File: config.mk
export PLATFORM = sky130hd
export DESIGN_NAME = rspc_cell
export DESIGN_NICKNAME = d
export VERILOG_FILES = /design/src/rtl/rspc_pkg.sv /design/src/rtl/rspc_cell.sv
export SDC_FILE = /design/constraint.sdc
export NUM_CORES = 1
export LEC_CHECK = 0
export ABC_AREA = 1
export BUFFER_PORTS_ARGS = -buffer_cell sky130_fd_sc_hd__buf_4
export CAP_MARGIN = 25
export CORE_ASPECT_RATIO = 0.75
export CORE_MARGIN = 1
export CORE_UTILIZATION = 35
export DETAILED_ROUTE_END_ITERATION = 12
export SKIP_CTS_REPAIR_TIMING = 1
export SYNTH_ARGS = -nofsm -noshare
export SYNTH_HDL_FRONTEND = slang
export SYNTH_SLANG_ARGS = --single-unit
File: constraint.sdc
create_clock -name clock -period 6.1 [get_ports clock]
set_input_delay 0.305 -clock clock [delete_from_list [all_inputs] [get_ports clock]]
set_output_delay 0.305 -clock clock [all_outputs]
set_load 0.01 [all_outputs]
File: src/rtl/rspc_pkg.sv
// rspc_pkg: word types, operand and control structs, fixed widths and the
// sequencer state type for the per-column regression score block.
// No dependencies.
`default_nettype none
package rspc_pkg;

   localparam int ACC_W    = 48;
   localparam int SEL_W    = 4;
   localparam int CMP_W    = 3;
   localparam int KNUM_W   = 4;
   localparam int DIV_N_W  = 64;
   localparam int DIV_D_W  = 32;
   localparam int SQ_IN_W  = 64;
   localparam int SQ_OUT_W = 32;

   localparam logic [KNUM_W-1:0] CSR_RESET = 4'd8;
   localparam logic [SEL_W-1:0]  SEL_PROJ  = 4'd0;

   typedef struct packed {
      logic signed [15:0] genotype;
      logic               missing;
      logic signed [15:0] load_0;
      logic signed [15:0] load_1;
      logic signed [15:0] load_2;
      logic signed [15:0] load_3;
      logic signed [15:0] load_4;
      logic signed [15:0] load_5;
      logic signed [15:0] load_6;
      logic signed [15:0] load_7;
      logic               last_sample;
   } req_word_type;

   typedef struct packed {
      logic [2:0]         component;
      logic signed [31:0] score;
      logic               invalid;
      logic               last_score;
   } rsp_word_type;

   typedef struct packed {
      logic               vld;
      logic [SEL_W-1:0]   idx;
      logic signed [15:0] data;
   } op_type;

   typedef struct packed {
      logic [CMP_W-1:0] slot;
      logic [SEL_W-1:0] sel;
   } rd_type;

   typedef struct packed {
      logic              start;
      logic [KNUM_W-1:0] k_num;
   } fin_ctl_type;

   typedef enum logic [4:0] {
      FIN_IDLE, FIN_ZR, FIN_ZZ, FIN_ZZA, FIN_WRD, FIN_WMUL, FIN_WACC, FIN_WZ,
      FIN_WZA, FIN_RSS, FIN_CHK, FIN_DIVV, FIN_GKK, FIN_DEN, FIN_DCHK,
      FIN_SQRT, FIN_DIVS, FIN_OUT, FIN_CLR
   } fin_state_type;

endpackage
`default_nettype wire

File: src/rtl/rspc_cell.sv
// rspc_cell: one component cell of the accumulation chain. Holds the
// projection sum and one row of the Gram triangle. Uses rspc_pkg.
`default_nettype none
module rspc_cell #(
   parameter int CELL_IDX = 0
) (
   input  wire logic                       clock,
   input  wire logic                       reset,
   input  wire logic                       enable,
   input  wire logic                       clear,
   input  wire logic signed [15:0]         load,
   input  wire rspc_pkg::op_type           op_in,
   output rspc_pkg::op_type                op_out,
   input  wire logic [rspc_pkg::SEL_W-1:0] rd_sel,
   output logic [rspc_pkg::ACC_W-1:0]      rd_data
);
   import rspc_pkg::*;

   localparam int ROW = CELL_IDX + 1;

   op_type                  op_ff;
   logic signed [31:0]      mul_ff;
   logic                    mvld_ff;
   logic [SEL_W-1:0]        midx_ff;
   logic [ACC_W-1:0]        proj_ff;
   logic [ACC_W-1:0]        gram_ff [ROW];
   logic signed [ACC_W-1:0] term;

   assign op_out = op_ff;
   assign term   = ACC_W'(mul_ff) >>> 4;

   always_ff @(posedge clock) begin
      if (reset) begin
         op_ff.vld <= 1'b0;
         mvld_ff   <= 1'b0;
      end else begin
         op_ff.vld <= op_in.vld;
         mvld_ff   <= op_in.vld & enable;
      end
      op_ff.idx  <= op_in.idx;
      op_ff.data <= op_in.data;
      mul_ff     <= load * op_in.data;
      midx_ff    <= op_in.idx;
   end

   always_ff @(posedge clock) begin
      if (reset || clear) begin
         proj_ff <= '0;
         for (int l = 0; l < ROW; l++) gram_ff[l] <= '0;
      end else if (mvld_ff) begin
         if (midx_ff == SEL_PROJ) proj_ff <= proj_ff + term;
         for (int l = 0; l < ROW; l++) begin
            if (midx_ff == SEL_W'(l + 1)) gram_ff[l] <= gram_ff[l] + term;
         end
      end
   end

   always_comb begin
      rd_data = proj_ff;
      for (int l = 0; l < ROW; l++) begin
         if (rd_sel == SEL_W'(l + 1)) rd_data = gram_ff[l];
      end
   end

endmodule
`default_nettype wire

Word level (Yosys, flattened, before mapping)

Memories as Yosys holds them, arrays and structs flattened.
Index checks and enable logic that the tools add are counted.

Memories: 1
Word-level logic and storage cells: 26
Input bits: 45
Output and inout port bits: 69
RAM bits: 48
Register bits after elaboration: 102

Memory list:

| memory  | words | bits a word | read ports | clocked after Yosys merged registers in | write ports | line            | RTL |
|---|---|---|---|---|---|---|---|
| gram_ff | 1     | 48          | 1          | 0                                       | 1           | rspc_cell.sv:26 | `logic [ACC_W-1:0] gram_ff [ROW];` |

$mul: 1
Reductions and logical operators: 4
Bitwise gates (word level): 1
Equality and inequality tests: 2
Add/sub/neg operators: 2
Muxes and demuxes: 9

Operators with widths:

| operator           | count |
|---|---|
| $add 48x48->48     | 2 |
| $mux 48            | 2 |
| $reduce_or 48->1   | 1 |
| $mul 16x16->32     | 1 |
| $eq 4x1->1 const B | 2 |
| $mux 1             | 7 |
| $logic_not 4->1    | 1 |
| $reduce_and 2->1   | 1 |
| $and 1x1->1        | 1 |
| $logic_or 1x1->1   | 1 |

Logic depth before layout (Yosys ltp)

Gate-level depths: netlist (run 1).

Word-level depth: 7
Gate-level depth with buffers: 27
Gate-level depth less buffers: 25

Least setup slack after synthesis (run 1)

OpenSTA, ideal clock, no wires.

Path kind: in2reg
Start point: input op_in[6] in the netlist's numbering
End point: register mul_ff[31]
Stages: 20
Path slack: 0.697 ns
Setup time: 0.116 ns
Required time: 5.984 ns
Arrival: 5.287 ns
Path buffers: 2
Path through: clkbuf_1 -> clkbuf_1 -> nand2_1 -> fa_1 -> inv_1 -> fa_1 -> fa_1 -> fa_1 -> fa_1 -> inv_1 -> fa_1 -> inv_1 -> ha_1 -> nand2_1 -> o21ai_0 -> a21oi_1 -> o21ai_0 -> nor2_1 -> nand2b_1 -> nand2_1

Longest elaborated chain between the ends: 1

RTL lines:

| what                 | line            | RTL |
|---|---|---|
| from (decl)          | rspc_cell.sv:12 | `input wire rspc_pkg::op_type op_in,` |
| $mul 16x16->32       | rspc_cell.sv:42 | `mul_ff <= load * op_in.data;` |
| to (signal assigned) | rspc_cell.sv:42 |  |
| to (decl)            | rspc_cell.sv:22 | `logic signed [31:0] mul_ff;` |

Every way passes these cells.
A chain may end at the register's enable or synchronous reset.

Worst setup path in the final report (run 1)

Start point: input load[15]
End point: register mul_ff[28]

Longest elaborated chain between the ends: 1

RTL lines:

| what           | line            | RTL |
|---|---|---|
| from (decl)    | rspc_cell.sv:11 | `input wire logic signed [15:0] load,` |
| $mul 16x16->32 | rspc_cell.sv:42 |  |

Every way passes these cells.

==> flow_metrics.py, run 1 <==
metrics = {
    "timing": {
        "fmax_mhz": 184,
        "slew_violations": 0,
        "timing.final.crit_share_pct": 88.9,
        "hold_violations": 0,
        "worst_slack_ns": 0.674,
        "worst_clock_skew_ns": 0.0185,
        "min_period_ns": 5.43,
        "rsz0062_at_grt": "false",
        "maxSlewHeadroom_pct": 30.2,
        "setup_viol": 0,
        "fin_setup_tns_ns": 0,
        "worstMarginPinSlew_ns": 1.05,
    },
    "worst_setup_path": {
        "critPathKind": "input port to flop",
        "crit_top_cell": "fa_1",
        "arrival_ns": 5.83,
        "cpPeakStageDelay_ns": 0.74,
        "critPathTopFamily": "adder cells",
        "path_depth": 20,
        "end_kind": "flop",
        "ff2ff_setup_slack_ns": 2.98,
        "crit_buf_inv": 4,
        "crit_required_ns": 6.50,
        "startpoint_type": "input port",
        "crit_path_top_delay_cell": "fa_1",
        "crit_path_cell_trace": "buf_4, nand2_1, inv_1, fa_1, fa_1, fa_1, fa_1, fa_1, inv_1, fa_1, inv_1, ha_1, nand2_1, nor2_1, nor3b_1, nand3_1, nand3_1, nand3_1, nand3_1, xor2_1",
        "ff2ff_path_depth": 13,
        "path_max_fanout": 16,
    },
    "global_routing": {
        "grt_max_degree": 95,
        "grt_pass1_vias": 20600,
        "grt_remaining_overflow": 0,
        "grt_antenna_before_repair": 0,
        "grt_first_pass_wirelength_mm": 115,
        "track_usage_pct": 22.4,
    },
    "placement": {
        "routabilityCongestion": 0.966,
        "hpwl_mm": 59.9,
        "port_buffers": 113,
        "pre_cts_ws_ns": 0.266,
    },
    "synthesis": {
        "synthArstFlopShare_pct": 0,
        "synth_area_sq_um": 22800,
        "ys_types": 42,
        "ys_top_cells_by_area": "fa_1 (23%), nand2_1 (14%), inv_1 (14%), ha_1 (9.5%), dfxtp_1 (8.6%)",
        "yosysWarningCount": 0,
        "postSynthCellCount": 3377,
        "synth-edff-count": 48,
        "synth.yosys.seq_area_share_pct": 14.9,
        "synth.most_common_cell": "nand2_1",
        "ys.flop_type": "dfxtp_1",
        "synth_seq_cells": 146,
        "syn_nets": 3859,
        "syn_avg_cell_area_sq_um": 6.76,
        "synth_largest_area_cell": "fa_1",
        "yosys.area.top_type_share_pct": 23.2,
        "synth_commonest_cells": "nand2_1 (853), inv_1 (824), a21oi_1 (290), nor2_1 (277), fa_1 (264)",
    },
    "power": {
        "power.density_nw_per_um2": 610,
        "switching_share_pct": 58.4,
        "pwr-share-comb_pct": 83.4,
        "pwr-share-seq_pct": 9.7,
        "p_total_mw": 15.3,
        "p_sw_mw": 8.94,
        "p_leak_nw": 14.0,
        "pwr-share-clk_pct": 6.9,
        "vdd_drop_max_mv": 0.683,
        "p_int_mw": 6.38,
    },
    "floorplanning": {
        "dieArea_sq_um": 66200,
        "fp.dieW_microns": 297,
        "start_util_pct": 35.6,
        "io_pins": 114,
        "core_area_sq_um": 64100,
        "rows": 80,
        "die_height_microns": 223,
    },
    "route": {
        "drt_first_pass_iters": 6,
        "final_antenna_net_count": 0,
        "routedWlPerCell_microns": 16.7,
        "drtIter0Drc": 1998,
        "via_per_inst": 4.97,
        "drc": 0,
        "vias": 21400,
        "drt-total-wl_mm": 72.2,
    },
    "clock_tree": {
        "cts_tree": "yes",
        "ctsLongestPathBuffers": 2,
        "cts_made_buffers": 17,
        "cts_root_buffer": "clkbuf_16",
        "cts_htree_levels": 4,
        "cts.sinks": 146,
        "clk_pin_slew_worst_paths_ns": 0.07,
        "clk-insertion-delay-late_ns": 0.49,
    },
    "status": {
        "status": "complete, no violations",
    },
    "cells_and_area": {
        "final_nets": 3922,
        "antenna_cells": 0,
        "drive_above_1_share_pct": 5.79,
        "synthToLayoutAreaGrowth_pct": 9.94,
        "postLayoutCoreUtil_pct": 39.2,
    },
    "flow_run": {
        "maxCapViolations": 0,
    },
    "worst_hold_path": {
        "min_path_type": "input port to flop",
        "min_delay_path_depth": 3,
    },
}
==> layout by cell type, fill, tap and decap left out, drive strengths merged, types with 3 or more instances in the layout <==
cell type    synthesis  layout
a21o                14      14
a21oi              295     295
a31o                 5       5
a31oi                6       6
buf                 16     119
clkbuf              66      18
clkinvlp             0       5
dfxtp               98      98
dlygate4sd3          0       7
edfxtp              48      48
fa                 264     264
ha                 173     173
inv                827     835
nand2              866     866
nand3              128     128
nand3b               5       5
nand4               45      45
nor2               282     282
nor3                20      20
nor4                 3       3
o211ai               3       3
o21a                 4       4
o21ai              115     115
o21bai              21      21
or2                 14      14
xnor2               15      15
xor2                37      37
==> flip-flops by register name (all words and copies together), names as in the netlist <==
| register | flops |
|---|---|
| midx_ff | 4 |
| proj_ff | 48 |
| mvld_ff | 1 |
| op_out | 17 |
| gram_ff | 48 |
| mul_ff | 28 |
==> kinds of logic after synthesis <==
family / after synthesis / share of synthesized area [%]
AO/OA/AOI/OAI: 464 / 10.9
buffers and inverters: 909 / 15.0
XOR/XNOR: 52 / 2.00
AND/OR/NAND/NOR: 1367 / 24.4
flip-flops: 146 / 14.9
multiplexers: 2 / 0.0987
adder cells (fa/ha/maj): 437 / 32.6
==> path summary, 6_finish.rpt <==
| path | startpoint | to |
|---|---|---|
| min | enable | mvld_ff |
| max | load[15] | mul_ff[28] |
| max reg2reg | mul_ff[4] | gram_ff[0][32] |
| min reg2reg | proj_ff[0] | proj_ff[0] |
==> layer usage <==
layer | vias to the layer above | routed length, microns | global-route usage (%)
li1 | 10400 | - | -
met1 | 10200 | 35300 | 34.2
met2 | 749 | 29900 | 32.8
met3 | 57 | 6020 | 3.70
met4 | 0 | 962 | 4.41
met5 | - | 0 | 0
==> per-stage QoR <==
step / hold slack [ns] / cell area (sq um) / cells
after global placement: 0.410 / 24500 / 4275
after detailed placement: 0.411 / 24500 / 4275
after global routing: 0.0331 / 25100 / 4314
after floorplan: 0.333 / 22800 / 3377
final: 0.0403 / 25100 / 4314
after CTS: -0.103 / 25000 / 4307
==> power groups by stage <==
stage               registers (mW)  clock network (mW)  logic [mW]
floorplan                     1.41                   0        9.39
detailed placement            1.50                   0        12.6
CTS                           1.48                1.08        12.7
finish                        1.49                1.05        12.8
global placement              1.51                   0        12.6
global route                  1.49                1.12        14.6
==> tightest hold or removal path, delay by kind of cell <==
family | cells | cell delay, ns
simple gates | 2 | 0.11
buf+inv | 1 | 0.08
==> cell type report <==
cell class | instances | area [sq um]
fillers | 6864 | 39000
multi-input cells | 2322 | 16000
flip-flops and latches | 146 | 3400
inverters | 827 | 3100
well taps | 861 | 1080
repair buffers | 126 | 963
clock buffers | 18 | 429
clock inverters | 14 | 116
No activity file was read; power rests on OpenSTA's default activity.
==> run 2: changes to the inputs <==
PLACE_DENSITY = 0.55   (was not set)
==> run 2 against run 1 <==
Effect of this change:
- clock-buffer cell count unchanged
- clock power increased by 4%
- wire length increased by 2.1%
- global-route usage increased by 0.71 points
- flip-flop and latch count unchanged
- sequential share of layout area about the same
- critical path type unchanged
- largest power group unchanged
==> flow_metrics.py, run 2 (same netlist as run 1, synthesis figures left out) <==
metrics = {
    "status": {
        "status": "complete, no violations",
    },
    "cells_and_area": {
        "drive_above_1_share_pct": 5.88,
        "num-fill-cells": 6934,
        "final_common_cell": "nand2_1",
        "largestRegisters": "gram_ff x48, proj_ff x48, mul_ff x28",
        "final_nets": 3923,
        "stdcell_area_sq_um": 25100,
        "antenna_cells": 0,
        "synthToLayoutAreaGrowth_pct": 10.1,
        "mostFrequentLayoutCells": "nand2_1 (852), inv_1 (824), a21oi_1 (290), nor2_1 (277), fa_1 (264)",
    },
    "clock_tree": {
        "cts_made_buffers": 17,
        "clk_pin_slew_worst_paths_ns": 0.07,
        "cts_htree_levels": 4,
        "cts.sinks": 146,
        "cts_root_buffer": "clkbuf_16",
        "ctsLongestPathBuffers": 2,
        "clk-insertion-delay-late_ns": 0.50,
        "cts_tree": "yes",
    },
    "timing": {
        "maxSlewHeadroom_pct": 30.5,
        "min_period_ns": 5.42,
        "hold_violations": 0,
        "setup_viol": 0,
        "worstMarginPinSlew_ns": 1.04,
        "slew_violations": 0,
        "fmax_mhz": 184,
        "fin_setup_tns_ns": 0,
        "timing.final.crit_share_pct": 88.9,
        "rsz0062_at_grt": "false",
        "worst_clock_skew_ns": 0.0191,
    },
    "global_routing": {
        "track_usage_pct": 23.1,
        "grt_max_degree": 95,
        "grt_pass1_vias": 20800,
        "grt_antenna_before_repair": 0,
        "grt_first_pass_wirelength_mm": 118,
        "grt_remaining_overflow": 0,
    },
    "route": {
        "routedWlPerCell_microns": 17.1,
        "vias": 21200,
        "drc": 0,
        "drt_first_pass_iters": 8,
        "final_antenna_net_count": 0,
        "drtIter0Drc": 2208,
        "drt-total-wl_mm": 73.7,
        "via_per_inst": 4.92,
    },
    "floorplanning": {
        "start_util_pct": 35.6,
        "io_pins": 114,
        "rows": 80,
        "core_area_sq_um": 64100,
        "die_height_microns": 223,
        "fp.dieW_microns": 297,
        "dieArea_sq_um": 66200,
    },
    "worst_setup_path": {
        "crit_top_cell": "fa_1",
        "arrival_ns": 5.84,
        "path_max_fanout": 16,
        "critPathKind": "input port to flop",
        "startpoint_type": "input port",
        "end_kind": "flop",
        "crit_buf_inv": 5,
        "ff2ff_setup_slack_ns": 2.95,
        "crit_required_ns": 6.52,
        "cpPeakStageDelay_ns": 0.64,
        "crit_path_cell_trace": "buf_4, nand2_1, inv_1, fa_1, buf_4, fa_1, fa_1, fa_1, fa_1, inv_1, fa_1, inv_1, ha_1, nand2_1, nor2_1, nor3b_1, nand3_1, nand3_1, nand3_1, nand3_1, xor2_1",
        "critPathTopFamily": "adder cells",
        "crit_path_top_delay_cell": "fa_1",
    },
    "power": {
        "power.density_nw_per_um2": 612,
        "p_total_mw": 15.4,
        "p_leak_nw": 14.1,
        "vdd_drop_max_mv": 0.657,
    },
    "flow_run": {
        "maxCapViolations": 0,
    },
    "placement": {
        "hpwl_mm": 61.3,
        "port_buffers": 113,
        "routabilityCongestion": 0.937,
        "placed_cell_area_sq_um": 24500,
    },
    "worst_hold_path": {
        "min_path_type": "input port to flop",
    },
}
-- run 2: path summary, 6_finish.rpt --
check,from,end,cells after the start
worst max-delay path,op_in[1],mul_ff[28],21
worst min-delay path,op_in[20],op_out[20],3
worst max register to register,mul_ff[4],gram_ff[0][32],13
worst min register to register,proj_ff[2],proj_ff[2],2
-- run 2: through the flow --
step,setup slack (ns),cells,util (%),hold WS (ns)
final,0.676,4315,39.2,0.0301
after floorplan,0.697,3377,-,0.333
after detailed placement,0.261,4277,38.2,0.411
after CTS,0.774,4309,39.1,-0.126
after global routing,0.368,4315,39.2,0.0148
after global placement,0.300,4276,38.2,0.410
-- run 2: final cells by class --
class / count / area, sq um / share of cell area [%]
repair buffers: 127 / 981 / 3.91
multi-input cells: 2322 / 16000 / 63.7
inverters: 827 / 3100 / 12.4
well taps: 861 / 1080 / 4.29
flip-flops and latches: 146 / 3400 / 13.6
clock buffers: 18 / 439 / 1.75
clock inverters: 14 / 116 / 0.463
-- run 2: layer usage --
layer	GRT usage (%)	wire length (microns)	vias to the layer above
met1	35.2	36400	10100
li1	-	-	10400
met4	4.09	847	0
met2	33.7	30000	718
met5	0	0	-
met3	4.40	6450	56
-- run 2: power by group --
group / switching [mW] / total (mW) / internal [mW]
logic: 8.23 / 12.8 / 4.55
clock network: 0.549 / 1.09 / 0.543
registers: 0.212 / 1.50 / 1.29
total: 9.00 / 15.4 / 6.38
-- run 2: tightest hold or removal path, stage by stage --
cell and delay, ns:
buf_4 0.09, inv_1 0.03, nor2_1 0.06
